**config.mk**
```make
export PLATFORM = sky130hd
export DESIGN_NAME = css_queue
export DESIGN_NICKNAME = d
export VERILOG_FILES = /design/src/design/css_pkg.sv /design/src/design/css_queue.sv
export SDC_FILE = /design/constraint.sdc
export NUM_CORES = 1
export LEC_CHECK = 0
export BUFFER_PORTS_ARGS = -buffer_cell sky130_fd_sc_hd__buf_2
export CORE_ASPECT_RATIO = 0.6
export CORE_UTILIZATION = 38
export CTS_BUF_LIST = sky130_fd_sc_hd__clkbuf_2
export DETAILED_ROUTE_END_ITERATION = 16
export GPL_TIMING_DRIVEN = 0
export SYNTH_ARGS = -nofsm -noshare
export SYNTH_HDL_FRONTEND = slang
export SYNTH_SLANG_ARGS = --single-unit
```
**constraint.sdc**
```tcl
create_clock -name clk -period 7 [get_ports clk]
set_input_delay 1.4 -clock clk [delete_from_list [all_inputs] [get_ports clk]]
set_output_delay 1.4 -clock clk [all_outputs]
set_load 0.005 [all_outputs]
```
**src/design/css_pkg.sv**
```systemverilog
// ----------------------------------------------------------------------------
// css_pkg
// Shared types and constants for the chunk set signature unit.
// ----------------------------------------------------------------------------
`timescale 1ns / 1ps
`default_nettype none

package css_pkg;

  // fmix64 finalizer constants
  localparam logic [63:0] FmixMulA   = 64'hff51afd7ed558ccd;
  localparam logic [63:0] FmixMulB   = 64'hc4ceb9fe1a85ec53;
  localparam int unsigned FmixShift  = 33;

  // coordinate packing shifts
  localparam int unsigned PackShiftY = 21;
  localparam int unsigned PackShiftZ = 42;

  localparam int unsigned CountWidth = 17;
  localparam logic [CountWidth-1:0] CountMax = '1;

  localparam logic signed [31:0] MinInit = 32'sh7fffffff;
  localparam logic signed [31:0] MaxInit = 32'sh80000000;

  localparam int unsigned QueueDepth = 4;
  localparam int unsigned QueuePtrW  = 2;

  typedef struct packed {
    logic signed [31:0] x;
    logic signed [31:0] y;
    logic signed [31:0] z;
    logic               last;
  } chunk_meta_t;

  typedef struct packed {
    logic [63:0] entry;
    chunk_meta_t meta;
  } mixed_t;

  typedef struct packed {
    logic [63:0]           sig_xor;
    logic [63:0]           sig_sum;
    logic [CountWidth-1:0] set_count;
    logic signed [31:0]    min_x;
    logic signed [31:0]    min_y;
    logic signed [31:0]    min_z;
    logic signed [31:0]    max_x;
    logic signed [31:0]    max_y;
    logic signed [31:0]    max_z;
    logic                  changed;
  } result_t;

endpackage

`default_nettype wire

```
**src/design/css_queue.sv**
```systemverilog
// ----------------------------------------------------------------------------
// css_queue
// Small FIFO decoupling the mixer pipeline from the accumulator.
// ----------------------------------------------------------------------------
`timescale 1ns / 1ps
`default_nettype none

module css_queue (
  input  wire              clk,
  input  wire              rst_n,
  input  wire              push_valid,
  output logic             push_ready,
  input  css_pkg::mixed_t  push_data,
  output logic             pop_valid,
  input  wire              pop_ready,
  output css_pkg::mixed_t  pop_data
);

  css_pkg::mixed_t                 slot_r [css_pkg::QueueDepth];
  logic [css_pkg::QueuePtrW-1:0]   wr_ptr_r, wr_ptr_nxt;
  logic [css_pkg::QueuePtrW-1:0]   rd_ptr_r, rd_ptr_nxt;
  logic [css_pkg::QueuePtrW:0]     count_r, count_nxt;
  logic                            do_push, do_pop;

  assign push_ready = (count_r != (css_pkg::QueuePtrW+1)'(css_pkg::QueueDepth));
  assign pop_valid  = (count_r != '0);
  assign pop_data   = slot_r[rd_ptr_r];
  assign do_push    = push_valid && push_ready;
  assign do_pop     = pop_valid && pop_ready;

  always_comb begin
    wr_ptr_nxt = wr_ptr_r;
    rd_ptr_nxt = rd_ptr_r;
    count_nxt  = count_r;
    if (do_push) begin
      wr_ptr_nxt = wr_ptr_r + 1'b1;
    end
    if (do_pop) begin
      rd_ptr_nxt = rd_ptr_r + 1'b1;
    end
    case ({do_push, do_pop})
      2'b10:   count_nxt = count_r + 1'b1;
      2'b01:   count_nxt = count_r - 1'b1;
      default: count_nxt = count_r;
    endcase
  end

  always_ff @(posedge clk) begin
    if (!rst_n) begin
      wr_ptr_r <= '0;
      rd_ptr_r <= '0;
      count_r  <= '0;
    end else begin
      wr_ptr_r <= wr_ptr_nxt;
      rd_ptr_r <= rd_ptr_nxt;
      count_r  <= count_nxt;
    end
  end

  always_ff @(posedge clk) begin
    if (do_push) begin
      slot_r[wr_ptr_r] <= push_data;
    end
  end

endmodule

`default_nettype wire

```
Word level (Yosys, flattened, before mapping)
Memory sizes are Yosys's and may differ from the RTL's. A register that Yosys moved wholly into a read port is not among the register bits.
Index checks and enable logic that the tools add are counted.
Operators by class
  shift operators: 0
  order comparisons: 0
  $mul: 0
  reductions and logical operators: 4
  multiplexer cells: 5
  eq/ne operators: 3
  div/mod/pow operators: 0
  bitwise gates (word level): 0
  $add $sub $neg: 4
Operators by type and width (number)
  case mux 3 bit (2 select lines): 1
  adder 2 x 1 -> 2 bit (second input constant): 2
  two-way mux 2 bit: 2
  adder 3 x 1 -> 3 bit (second input constant): 1
  != test 3 bit (second input constant): 1
  nonzero test 3 bit: 1
  subtractor 3 x 1 -> 3 bit (second input constant): 1
  == test 2 x 1 -> 1 bit (second input constant): 1
  == test 2 bit (second input constant): 1
  logical AND 1 bit: 2
  two-way mux 1 bit: 2
  nonzero test 2 bit: 1
Storage, ports and cells
  bits in registers: 7
  memories kept: 1
  bits in writable memories: 644
  output and inout bits: 163
  input bits: 165
  ROM bits: 0
  bits in latches: 0
Memory list
  slot_r: words 4, width 161, rd ports 1, clocked after memory_dff 1, write ports 1, line css_queue.sv:19  | css_pkg::mixed_t slot_r [css_pkg::QueueDepth];

Logic depth before layout (Yosys ltp)
  depth after elaboration: 4
  mapped depth: 9

Worst setup path after synthesis
No wires, ideal clock.
  path type: input to register
  from: in push_valid
  to: mem slot_r[0][0] (netlist bit), enable pin
  slack: 0.948 ns
  cell stages on the path: 2
  data arrival time: 5.512 ns
  buffers on the path: 0
  library setup time: 0.540 ns
  cells stage by stage: a21boi_1 and2_1
On the way
  longest elaborated chain between the ends: 3
RTL lines
  start, declared: line css_queue.sv:11  | input wire push_valid,
  logical AND 1 bit: line css_queue.sv:28  | assign do_push = push_valid && push_ready;
  two-way mux 1 bit: line css_queue.sv:61  | if (do_push) begin
  two-way mux 1 bit (not written as such): line css_queue.sv:62  | slot_r[wr_ptr_r] <= push_data;
  end, declared: line css_queue.sv:19
Every way passes these cells.

==> key figures <==
Status
  – Status: finished clean

GRT
  – Largest net degree at the start of global routing: 56
  – Initial antenna violation count: 11
  – First-pass GRT wire length: a little over 70000 um
  – Total track usage: 15.3%
  – Number of global-route vias before repair: around 12000
  – Grt ovf: 0

Floorplan
  – Core Footprint: around 61000 sq um
  – FP Rows: 70
  – # IOs: roughly 330
  – Die W: ~320 um
  – Die area: around 63000 sq um
  – Die height: 195 um
  – Starting Density: about 39%

Timing
  – Slew Viols, Final: 0
  – Min Tclk post-route: about 4400 ps
  – Worst slew pin tran: approximately 840 ps
  – Max Fclk: 0.227 GHz
  – RSZ-0062 raised after global routing: no
  – Final hold vios: 0
  – Slew margin rel.: between 40% and 50%
  – Fin crit share: between 60 and 70%
  – Worst Skew: a little over 90 ps
  – Setup TNS: 0 ps
  – Setup violations, final: 0
  – Fin worst setup slack: ~2600 ps

Clocking
  – Worst-Skew Late Latency: between 1000 and 1500 ps
  – Clk slew on worst S/H paths: about 110 ps
  – CTS tree: yes
  – Inserted Clock Buffers: 150
  – Hold-fix buffers, CTS: 0
  – PostCTS Resize Cnt: 0
  – Clock buffer depth: 3
  – H-Tree Depth: 4
  – CTS root buf: clkbuf_2
  – Postcts setup bufs: 0
  – Clock sink count: roughly 650

Route
  – Top routing layer used: met5
  – Residual DRC count: 0
  – 1st-iter DRT viols: ~620
  – Routed Antenna Nets: 0
  – WL met2: 22000 um
  – WL met1: between 20000 and 25000 um
  – DRT Pass-1 Iters: 5
  – Met3 routed WL: ~3800 um
  – Vias per cell: ~4.8
  – DRT Wirelength: 47600 um
  – Via count: around 11000
  – WL per Instance: between 20 and 25 um

Yosys
  – Synth Area per Inst: about 27 sq um
  – Area of the mapped netlist: between 20000 and 25000 sq um
  – Cell count after synthesis: between 800 and 900
  – Register area share after synthesis: roughly 82%
  – Share of the synthesized area in the top cell type: between 80 and 90%
  – Area leader, netlist: edfxtp_1
  – Syn_nets: 1064
  – Synthesized flop and latch total: 653
  – Synth unique cells: 22
  – Synthesis Warnings: 0
  – Top post-synthesis cells by area: edfxtp_1 82%, mux4_2 15%, dfxtp_1 0.76%

Power
  – VDD IR max: between 0.15 and 0.2 mV
  – LEAKAGE: between 9 and 10 nW
  – Pwr dens: 338 nW/um^2

Setup path
  – CP Class: reg2out
  – CP endpoint kind: output pin
  – CP startpoint kind: flip-flop
  – R2R Path End: slot_r[3][95]
  – Worst EP arrival: 3010 ps
  – Cells on worst reg2reg path: 5
  – Worst Path Max Fanout: 10
  – Critical R2R Launch: count_r[1]
  – WP data required: roughly 5600 ps
  – Flop-to-flop setup slack: between 4000 and 5000 ps

Cells and area
  – Nets: ~1600
  – Most frequent cells in the layout: 644 x edfxtp_1, 344 x buf_2, 223 x clkbuf_2
  – Number of fillers in the final layout: roughly 5300
  – Commonest non-fill, non-tap cell in the layout: edfxtp_1
  – Area grow syn2layout: 18.5%
  – Layout cells sized above 1: 51.8%

Worst hold path
  – Hold Path Class: in2reg
  – Hold Path Sink: slot_r[3][28]
  – Min-delay src: push_data[28]
  – Hold path depth: 1

Flow run
  – Max-Cap Viols: 0

Placed design
  – Dpl ws: about 3300 ps
  – DPL Wire Length: 29400 um
  – Port Buffers: 326
  – GP Congestion: roughly 0.72
==> Yosys cell counts, drive strengths merged <==
library cell	count
nand2	6
mux2i	2
fa	1
inv	6
o311ai	1
xnor2	3
nor2b	2
or3	2
mux4	161
buf	29
clkbuf	8
and2	7
edfxtp	644
o31a	1
dfxtp	9
xor2	1
nor2	1
a21boi	2
ha	5
o21ai	2
==> flip-flops by register name (all words and copies together) (netlist names), named ones only <==
| name | flops |
|---|---|
| count_r | 3 |
| rd_ptr_r | 2 |
| wr_ptr_r | 2 |
| slot_r | 644 |
==> layer usage <==
layer / vias to the layer above / global-route usage (%)
met5: - / 0
met4: 8 / 5.39
met3: 81 / 6.31
met2: 331 / 22.5
met1: 5747 / 20.5
li1: 4953 / -
==> cells by family after synthesis <==
kind of cell    synth area share [%]
buf+inv                         1.13
compound gates                 0.180
mux                             15.4
xor+xnor                       0.148
fa+ha+maj                      0.349
flops                           82.4
simple gates                   0.401
==> how the worst max path moves through the flow <==
stage,cells past startpoint,endpoint,slack [ps],startpoint
floorplan,2,slot_r[0][0],950,push_valid
global placement,3,slot_r[0][62],-2520,push_valid
detailed placement,5,slot_r[3][129],3260,push_valid
CTS,5,pop_data[132],2260,flip-flop
global route,5,pop_data[134],2210,flip-flop
finish,5,pop_data[137],2590,flip-flop
==> metrics by stage <==
step	instances	hold slack, ps	util [%]	power [mW]	instance area, sq um
after floorplan	893	468	-	6.28	23700
after detailed placement	2059	495	43.6	7.24	26700
after CTS	2314	191	45.8	9.71	28000
final	2323	448	45.8	9.49	28100
after global placement	2047	487	43.0	7.28	26400
after global routing	2318	219	45.8	10.0	28100
==> power breakdown <==
| group | switching [mW] | internal (mW) | total, mW |
|---|---|---|---|
| registers | 0.0783 | 4.70 | 4.78 |
| clock network | 1.43 | 0.990 | 2.42 |
| logic | 1.12 | 1.16 | 2.29 |
| total | 2.63 | 6.85 | 9.49 |
==> worst max-delay path, stage by stage (launching register included) <==
cell and delay (ps):
dfxtp_1 310, buf_2 270, buf_2 400, buf_2 400
mux4_2 350, buf_2 170
==> final cells by class <==
class | count | area, sq um | area share, %
antenna | 9 | 22.5 | 0.0802
multi-input combinational | 197 | 3910 | 13.9
buffer | 37 | 244 | 0.869
inverter | 6 | 22.5 | 0.0802
sequential | 653 | 19500 | 69.5
tap | 828 | 1040 | 3.69
clock inverter | 32 | 251 | 0.896
timing repair buffer | 338 | 1950 | 6.94
clock buffer | 223 | 1120 | 3.98
No activity file was read; power rests on OpenSTA's default activity.
