**src/design/css_pkg.sv**
```systemverilog
// ----------------------------------------------------------------------------
// css_pkg
// Shared types and constants for the chunk set signature unit.
// ----------------------------------------------------------------------------
`timescale 1ns / 1ps
`default_nettype none

package css_pkg;

  // fmix64 finalizer constants
  localparam logic [63:0] FmixMulA   = 64'hff51afd7ed558ccd;
  localparam logic [63:0] FmixMulB   = 64'hc4ceb9fe1a85ec53;
  localparam int unsigned FmixShift  = 33;

  // coordinate packing shifts
  localparam int unsigned PackShiftY = 21;
  localparam int unsigned PackShiftZ = 42;

  localparam int unsigned CountWidth = 17;
  localparam logic [CountWidth-1:0] CountMax = '1;

  localparam logic signed [31:0] MinInit = 32'sh7fffffff;
  localparam logic signed [31:0] MaxInit = 32'sh80000000;

  localparam int unsigned QueueDepth = 4;
  localparam int unsigned QueuePtrW  = 2;

  typedef struct packed {
    logic signed [31:0] x;
    logic signed [31:0] y;
    logic signed [31:0] z;
    logic               last;
  } chunk_meta_t;

  typedef struct packed {
    logic [63:0] entry;
    chunk_meta_t meta;
  } mixed_t;

  typedef struct packed {
    logic [63:0]           sig_xor;
    logic [63:0]           sig_sum;
    logic [CountWidth-1:0] set_count;
    logic signed [31:0]    min_x;
    logic signed [31:0]    min_y;
    logic signed [31:0]    min_z;
    logic signed [31:0]    max_x;
    logic signed [31:0]    max_y;
    logic signed [31:0]    max_z;
    logic                  changed;
  } result_t;

endpackage

`default_nettype wire

```
**src/design/css_accum.sv**
```systemverilog
// ----------------------------------------------------------------------------
// css_accum
// Back end: folds mixed entries into the running set state, compares with
// the stored signature on the last chunk and holds the result register.
// ----------------------------------------------------------------------------
`timescale 1ns / 1ps
`default_nettype none

module css_accum #(
  parameter int unsigned MAX_CHUNKS = 65536
) (
  input  wire              clk,
  input  wire              rst_n,
  input  wire              q_valid,
  output logic             q_ready,
  input  css_pkg::mixed_t  q_data,
  output logic             res_valid,
  input  wire              res_ready,
  output css_pkg::result_t res_data
);

  localparam logic [css_pkg::CountWidth-1:0] CountLimit =
    (MAX_CHUNKS > 32'(css_pkg::CountMax)) ? css_pkg::CountMax
                                          : css_pkg::CountWidth'(MAX_CHUNKS);

  logic [63:0]                    acc_xor_r, acc_xor_nxt;
  logic [63:0]                    acc_sum_r, acc_sum_nxt;
  logic [css_pkg::CountWidth-1:0] acc_count_r, acc_count_nxt;
  logic signed [31:0]             min_r [3];
  logic signed [31:0]             max_r [3];
  logic signed [31:0]             min_nxt [3];
  logic signed [31:0]             max_nxt [3];
  logic [63:0]                    ref_xor_r, ref_xor_nxt;
  logic [63:0]                    ref_sum_r, ref_sum_nxt;
  logic [css_pkg::CountWidth-1:0] ref_count_r, ref_count_nxt;
  logic                           ref_valid_r, ref_valid_nxt;
  logic                           res_valid_r, res_valid_nxt;
  css_pkg::result_t               res_r, res_nxt;

  logic [63:0]                    xor_w, sum_w;
  logic [css_pkg::CountWidth-1:0] count_w;
  logic signed [31:0]             coord_w [3];
  logic signed [31:0]             lo_w [3];
  logic signed [31:0]             hi_w [3];
  logic                           pop;

  // a last chunk waits while the previous result is still held
  assign q_ready = !q_data.meta.last || !res_valid_r || res_ready;
  assign pop     = q_valid && q_ready;

  assign coord_w[0] = q_data.meta.x;
  assign coord_w[1] = q_data.meta.y;
  assign coord_w[2] = q_data.meta.z;

  assign xor_w   = acc_xor_r ^ q_data.entry;
  assign sum_w   = acc_sum_r + q_data.entry;
  assign count_w = (acc_count_r < CountLimit) ? acc_count_r + 1'b1 : acc_count_r;

  always_comb begin
    for (int i = 0; i < 3; i++) begin
      lo_w[i] = (coord_w[i] < min_r[i]) ? coord_w[i] : min_r[i];
      hi_w[i] = (coord_w[i] > max_r[i]) ? coord_w[i] : max_r[i];
    end
  end

  always_comb begin
    acc_xor_nxt   = acc_xor_r;
    acc_sum_nxt   = acc_sum_r;
    acc_count_nxt = acc_count_r;
    min_nxt       = min_r;
    max_nxt       = max_r;
    ref_xor_nxt   = ref_xor_r;
    ref_sum_nxt   = ref_sum_r;
    ref_count_nxt = ref_count_r;
    ref_valid_nxt = ref_valid_r;
    res_nxt       = res_r;
    res_valid_nxt = res_valid_r && !res_ready;

    if (pop && !q_data.meta.last) begin
      acc_xor_nxt   = xor_w;
      acc_sum_nxt   = sum_w;
      acc_count_nxt = count_w;
      min_nxt       = lo_w;
      max_nxt       = hi_w;
    end else if (pop) begin
      res_valid_nxt     = 1'b1;
      res_nxt.sig_xor   = xor_w;
      res_nxt.sig_sum   = sum_w;
      res_nxt.set_count = count_w;
      res_nxt.min_x     = lo_w[0];
      res_nxt.min_y     = lo_w[1];
      res_nxt.min_z     = lo_w[2];
      res_nxt.max_x     = hi_w[0];
      res_nxt.max_y     = hi_w[1];
      res_nxt.max_z     = hi_w[2];
      res_nxt.changed   = !ref_valid_r || (xor_w != ref_xor_r) ||
                          (sum_w != ref_sum_r) || (count_w != ref_count_r);
      ref_xor_nxt   = xor_w;
      ref_sum_nxt   = sum_w;
      ref_count_nxt = count_w;
      ref_valid_nxt = 1'b1;
      acc_xor_nxt   = '0;
      acc_sum_nxt   = '0;
      acc_count_nxt = '0;
      for (int i = 0; i < 3; i++) begin
        min_nxt[i] = css_pkg::MinInit;
        max_nxt[i] = css_pkg::MaxInit;
      end
    end
  end

  always_ff @(posedge clk) begin
    if (!rst_n) begin
      acc_xor_r   <= '0;
      acc_sum_r   <= '0;
      acc_count_r <= '0;
      for (int i = 0; i < 3; i++) begin
        min_r[i] <= css_pkg::MinInit;
        max_r[i] <= css_pkg::MaxInit;
      end
      ref_xor_r   <= '0;
      ref_sum_r   <= '0;
      ref_count_r <= '0;
      ref_valid_r <= 1'b0;
      res_valid_r <= 1'b0;
    end else begin
      acc_xor_r   <= acc_xor_nxt;
      acc_sum_r   <= acc_sum_nxt;
      acc_count_r <= acc_count_nxt;
      min_r       <= min_nxt;
      max_r       <= max_nxt;
      ref_xor_r   <= ref_xor_nxt;
      ref_sum_r   <= ref_sum_nxt;
      ref_count_r <= ref_count_nxt;
      ref_valid_r <= ref_valid_nxt;
      res_valid_r <= res_valid_nxt;
    end
  end

  always_ff @(posedge clk) begin
    res_r <= res_nxt;
  end

  assign res_valid = res_valid_r;
  assign res_data  = res_r;

endmodule

`default_nettype wire

```
**config.mk**
```make
export PLATFORM = sky130hd
export DESIGN_NAME = css_accum
export DESIGN_NICKNAME = d
export VERILOG_FILES = /design/src/design/css_pkg.sv /design/src/design/css_accum.sv
export SDC_FILE = /design/constraint.sdc
export NUM_CORES = 2
export LEC_CHECK = 0
export ABC_AREA = 1
export BUFFER_PORTS_ARGS = -buffer_cell sky130_fd_sc_hd__buf_2
export CAP_MARGIN = 40
export CELL_PAD_IN_SITES_DETAIL_PLACEMENT = 2
export CELL_PAD_IN_SITES_GLOBAL_PLACEMENT = 2
export CORE_UTILIZATION = 30
export DETAILED_ROUTE_END_ITERATION = 10
export PLACE_DENSITY_LB_ADDON = 0.1
export SETUP_SLACK_MARGIN = 0.15
export SLEW_MARGIN = 5
export SYNTH_ARGS = -nofsm -noshare
export SYNTH_HDL_FRONTEND = slang
export SYNTH_SLANG_ARGS = --single-unit
```
**constraint.sdc**
```tcl
create_clock -name clk -period 11.4 [get_ports clk]
set_clock_uncertainty 0.15 [all_clocks]
set_input_delay 1.14 -clock clk [delete_from_list [all_inputs] [get_ports clk]]
set_output_delay 1.14 -clock clk [all_outputs]
set_load 0.005 [all_outputs]
```
# Yosys cells after proc, flatten, opt, wreduce, memory -nomap -nowiden
# Index checks and enable logic that the tools add are counted.
# totals
ram_bits,0
mem_bits_ro,0
wordCells,70
inputBits,165
latch_bits,0
mem_count,0
register_bits,822
# classes
n_reduce_logical,14
mux,18
n_lt_le_gt_ge,7
bitwise,2
div_mod_pow,0
shifts,0
add_sub_neg,2
n_eq_ne,3
mul,0
# ops
cell,count
2-to-1 mux 96 bit,4
2-to-1 mux 32 bit,6
2-to-1 mux 64 bit,3
!= test 64 bit,2
> comparator 32 bit,3
< comparator 32 bit,3
adder 64 bit,1
XOR 64 bit,1
2-to-1 mux 17 bit,3
"adder 17 x 1 -> 17 bit, second input constant",1
"< comparator 17 bit, second input constant",1
!= test 17 bit,1
logical OR 1 bit,5
zero test 1 bit,4
logical AND 1 bit,3
2-to-1 mux 1 bit,2
AND reduction 2 bit,1
nonzero test 2 bit,1
NOT 1 bit,1

# Depth between registers and ports, before layout
# depth
word_depth,7
depth_mapped,22
mapped_depth_nobuf,22

# Least setup slack after synthesis
# OpenSTA, ideal clock, no wires.
# synth_path
kind,input-to-reg
startpoint,in res_ready
endpoint,reg res_r (netlist bit res_data[0]) (enable)
required_time_ns,10.416
arrival_time_ns,11.393
stages,9
setup_slack_ns,-0.978
setup_ns,0.834
cell_sequence,nor2_1 nand2_1 nand2_1 inv_2 nand2_1 buf_2 inv_1 clkbuf_1 clkbuf_1
# synth_between
elab_chain_cells,5
# synth_lines
item,line_no,source
from (decl),css_accum.sv:18,"input wire res_ready,"
logical OR 1 bit *,css_accum.sv:48,assign q_ready = !q_data.meta.last || !res_valid_r || res_ready;
net q_ready,css_accum.sv:15,"output logic q_ready,"
logical AND 1 bit *,css_accum.sv:49,assign pop = q_valid && q_ready;
logical AND 1 bit,css_accum.sv:79,if (pop && !q_data.meta.last) begin
NOT 1 bit (no line),-,
AND reduction 2 bit (no line) *,-,
to (signal assigned),css_accum.sv:141,res_r <= res_nxt;
to (decl),css_accum.sv:38,"css_pkg::result_t res_r, res_nxt;"
# Mark *: on every way through the listed nets, which the timed path passes. The rest lies on a longest branch.
# A chain may end at the register's enable or synchronous reset.

# Worst setup path after layout
# layout_path
startpoint,in res_ready
endpoint,reg ref_sum_r[38]
# layout_between
elab_chain_cells,5
# layout_lines
item,line_no,source
logical OR 1 bit *,css_accum.sv:48,
logical AND 1 bit *,css_accum.sv:49,
logical AND 1 bit,css_accum.sv:79,
NOT 1 bit (no line),-,
AND reduction 2 bit (no line) *,-,
to (signal assigned),css_accum.sv:133,ref_sum_r <= ref_sum_nxt;
to (decl),css_accum.sv:34,"logic [63:0] ref_sum_r, ref_sum_nxt;"
# Every way passes the cells marked *; elsewhere a longest branch is shown, timed or not.

==> impl_metrics.yaml <==
clock_network:
  clock_path_buffers: 3
  path_clk_slew_ns: 0.07
  clock-sinks: 822
  numCtsBuffers: 102
  cts_tree: "built"
  clkLatencyLatePin_ns: 0.71
  post-cts-setup-buffer-count: 0
  cts_root_buf: "clkbuf_16"
  ctsResizeCount: 0
  ctsHtreeMaxLevel: 3
  ctsHoldBuffers: 0
outcome:
  status: "completed"
setup_path:
  required_ns: 11.84
  critPathCaptureType: "flip-flop"
  cp_max_fo: 70
  startpoint_type: "input pin"
  cp_data_arrival_time_ns: 4.62
  crit_type: "in2reg"
synthesis:
  synth_edf_count: 338
  synthFlopType: "dfxtp_1"
  synthCells: 6051
  async_flop_share: 0
  netlist_area_um2: 45000
  synth.distinct_cells: 52
  ys_seq_area_frac: 0.441
  syn_nets: 6470
  yosys_warnings: 0
  synth.avg_cell_area_um2: 7.44
  yosys_register_bits: 822
die:
  start_util: 0.303
  fp.dieH_um: 389
  core_area_um2: 148000
  die_w_um: 389
  io_pins: 505
  dieArea_um2: 152000
  num_rows: 141
routing:
  vias: 42100
  viasPerCell: 4.91
  wl_per_cell_um: 21.4
  drtAntennaViolNets: 0
  dr.pass1.iters: 5
  drc: 0
  totalWireLength_um: 184000
  drtIter0Drc: 1688
timing:
  rsz0062_at_grt: "false"
  finalSetupTns_ns: 0
  fin_crit_sh: 0.366
  maxSlewViolCount: 0
  worstMarginPinSlew_ns: 0.994
  finalCriticalPeriod_ns: 4.18
  setup_violations: 0
  max_freq_mhz: 239
  hold_violations: 0
  slew_headroom: 0.337
  hold_ws_ns: 0.314
grt:
  antenna_found_initial: 18
  grtUsageTotal: 0.238
  grt_max_degree: 169
  grt_pass1_wl_um: 276000
  gr-total-overflow: 0
  grt_pass1_vias: 44800
cells_and_area:
  final_common_cell: "nand2_1"
  drive_above_1_share: 0.125
  layout.nets: 6904
  area_growth_pct: 18.2
  layout_common_cells: "2,005 x nand2_1, 860 x inv_1, 541 x a21oi_1"
  fin_cells: 8579
run:
  max_cap_viol_count: 0
min_path:
  min_path_type: "reg2reg"
power:
  p_leak_nw: 24.9
  vdd_drop_max_uv: 104
  powerDensity_nw_per_um2: 157
place:
  place_congestion: 0.869
  hpwl_um: 138000
  dp.cells: 8382
  io_buffers: 504
cell type report:
| cell class | count | area [µm²] |
|---|---|---|
| fillers | 17300 | 95100 |
| multi-input cells | 4145 | 21100 |
| flip-flops and latches | 822 | 19800 |
| inverters | 877 | 3310 |
| repair buffers | 537 | 3000 |
| clock buffers | 143 | 2920 |
| well taps | 2002 | 2500 |
| clock inverters | 47 | 568 |
| diodes | 6 | 15.0 |
synth_stat cells (5+ instances only):
| library cell | count | share of area |
|---|---|---|
| nor2_2 | 11 | 0.0015 |
| nor3_1 | 19 | 0.0021 |
| a21oi_1 | 541 | 0.060 |
| buf_2 | 47 | 0.0052 |
| nand2_1 | 2009 | 0.17 |
| inv_2 | 14 | 0.0012 |
| nor2_4 | 6 | 0.0015 |
| o21ai_0 | 232 | 0.026 |
| xnor3_1 | 8 | 0.0040 |
| a21oi_2 | 7 | 0.0014 |
| dfxtp_1 | 484 | 0.22 |
| nand3_1 | 307 | 0.034 |
| xor2_1 | 13 | 0.0025 |
| buf_1 | 16 | 0.0013 |
| a21o_1 | 7 | 0.0012 |
| nand3_2 | 13 | 0.0029 |
| o22ai_1 | 32 | 0.0044 |
| nand3b_1 | 97 | 0.016 |
| o211ai_1 | 6 | 0.0010 |
| o21ai_1 | 33 | 0.0037 |
| edfxtp_1 | 338 | 0.23 |
| nand2_2 | 49 | 0.0068 |
| inv_1 | 861 | 0.072 |
| and2_1 | 67 | 0.0093 |
| nor2_1 | 256 | 0.021 |
| o21bai_1 | 18 | 0.0030 |
| ha_1 | 253 | 0.070 |
| nand4_1 | 77 | 0.011 |
| or2_2 | 6 | 0.00083 |
| clkbuf_1 | 142 | 0.012 |
| nor4_1 | 5 | 0.00069 |
| o21a_1 | 40 | 0.0067 |
| a211oi_1 | 7 | 0.0012 |
logic make-up (layout without fill, tap and decap cells):
| group | after synthesis | in the layout | share of synthesized area |
|---|---|---|---|
| compound gates | 931 | 931 | 0.110 |
| xor+xnor | 26 | 26 | 0.00851 |
| fa+ha+maj | 254 | 254 | 0.0708 |
| buf+inv | 1084 | 1604 | 0.0919 |
| flops | 822 | 822 | 0.441 |
| other cells | 0 | 6 | 0 |
| simple gates | 2934 | 2934 | 0.278 |
flip-flops by register name, summed over array words and instances (netlist names), 17 cells and up:
register,count
ref_count_r,17
ref_sum_r,64
min_r,96
acc_xor_r,64
ref_xor_r,64
acc_sum_r,64
res_data,338
acc_count_r,17
max_r,96
power by group:
group / internal [mW] / total (mW) / leakage, nW / switching, mW
combinational: 0.477 / 1.52 / 16.0 / 1.04
sequential: 3.30 / 3.40 / 7.11 / 0.101
clock: 2.03 / 3.44 / 1.71 / 1.41
final timing paths:
path               startpoint       endpoint  cells after the start  slack, ns
hold reg to reg   ref_valid_r    ref_valid_r                      2       0.31
setup / recovery    res_ready  ref_sum_r[38]                     11       7.22
setup reg to reg    res_valid  ref_sum_r[38]                     11       7.41
hold / removal    ref_valid_r    ref_valid_r                      2       0.31
critical path, cell delays in order:
cell and delay, ns:
buf_2 0.10, nor2_1 0.38, nand2_1 0.19, nand2_4 0.36
inv_2 0.40, nand2_4 0.22, buf_4 0.65, buf_4 0.68
a21oi_1 0.14, o21ai_0 0.12, inv_1 0.06
stage by stage:
stage / instance area [µm²] / setup WS, ns / utilization / total power [mW]
floorplan: 45000 / 4.25 / - / 4.35
global placement: 49500 / 6.50 / 0.334 / 4.93
detailed placement: 49700 / 6.47 / 0.335 / 5.00
CTS: 53200 / 7.26 / 0.358 / 8.50
global route: 53200 / 6.96 / 0.359 / 8.77
finish: 53200 / 7.22 / 0.359 / 8.36
per-layer routing:
metal  global-route usage  wire, µm  part of all wire  vias up
met4               0.0669      5130             0.028        8
met5                    0        58           0.00032        -
met1                0.297     81900              0.45    20800
met2                0.428     90800              0.49      625
li1                     -         -                 -    20400
met3               0.0271      5760             0.031      223
Power figures use the tool's default switching activity.
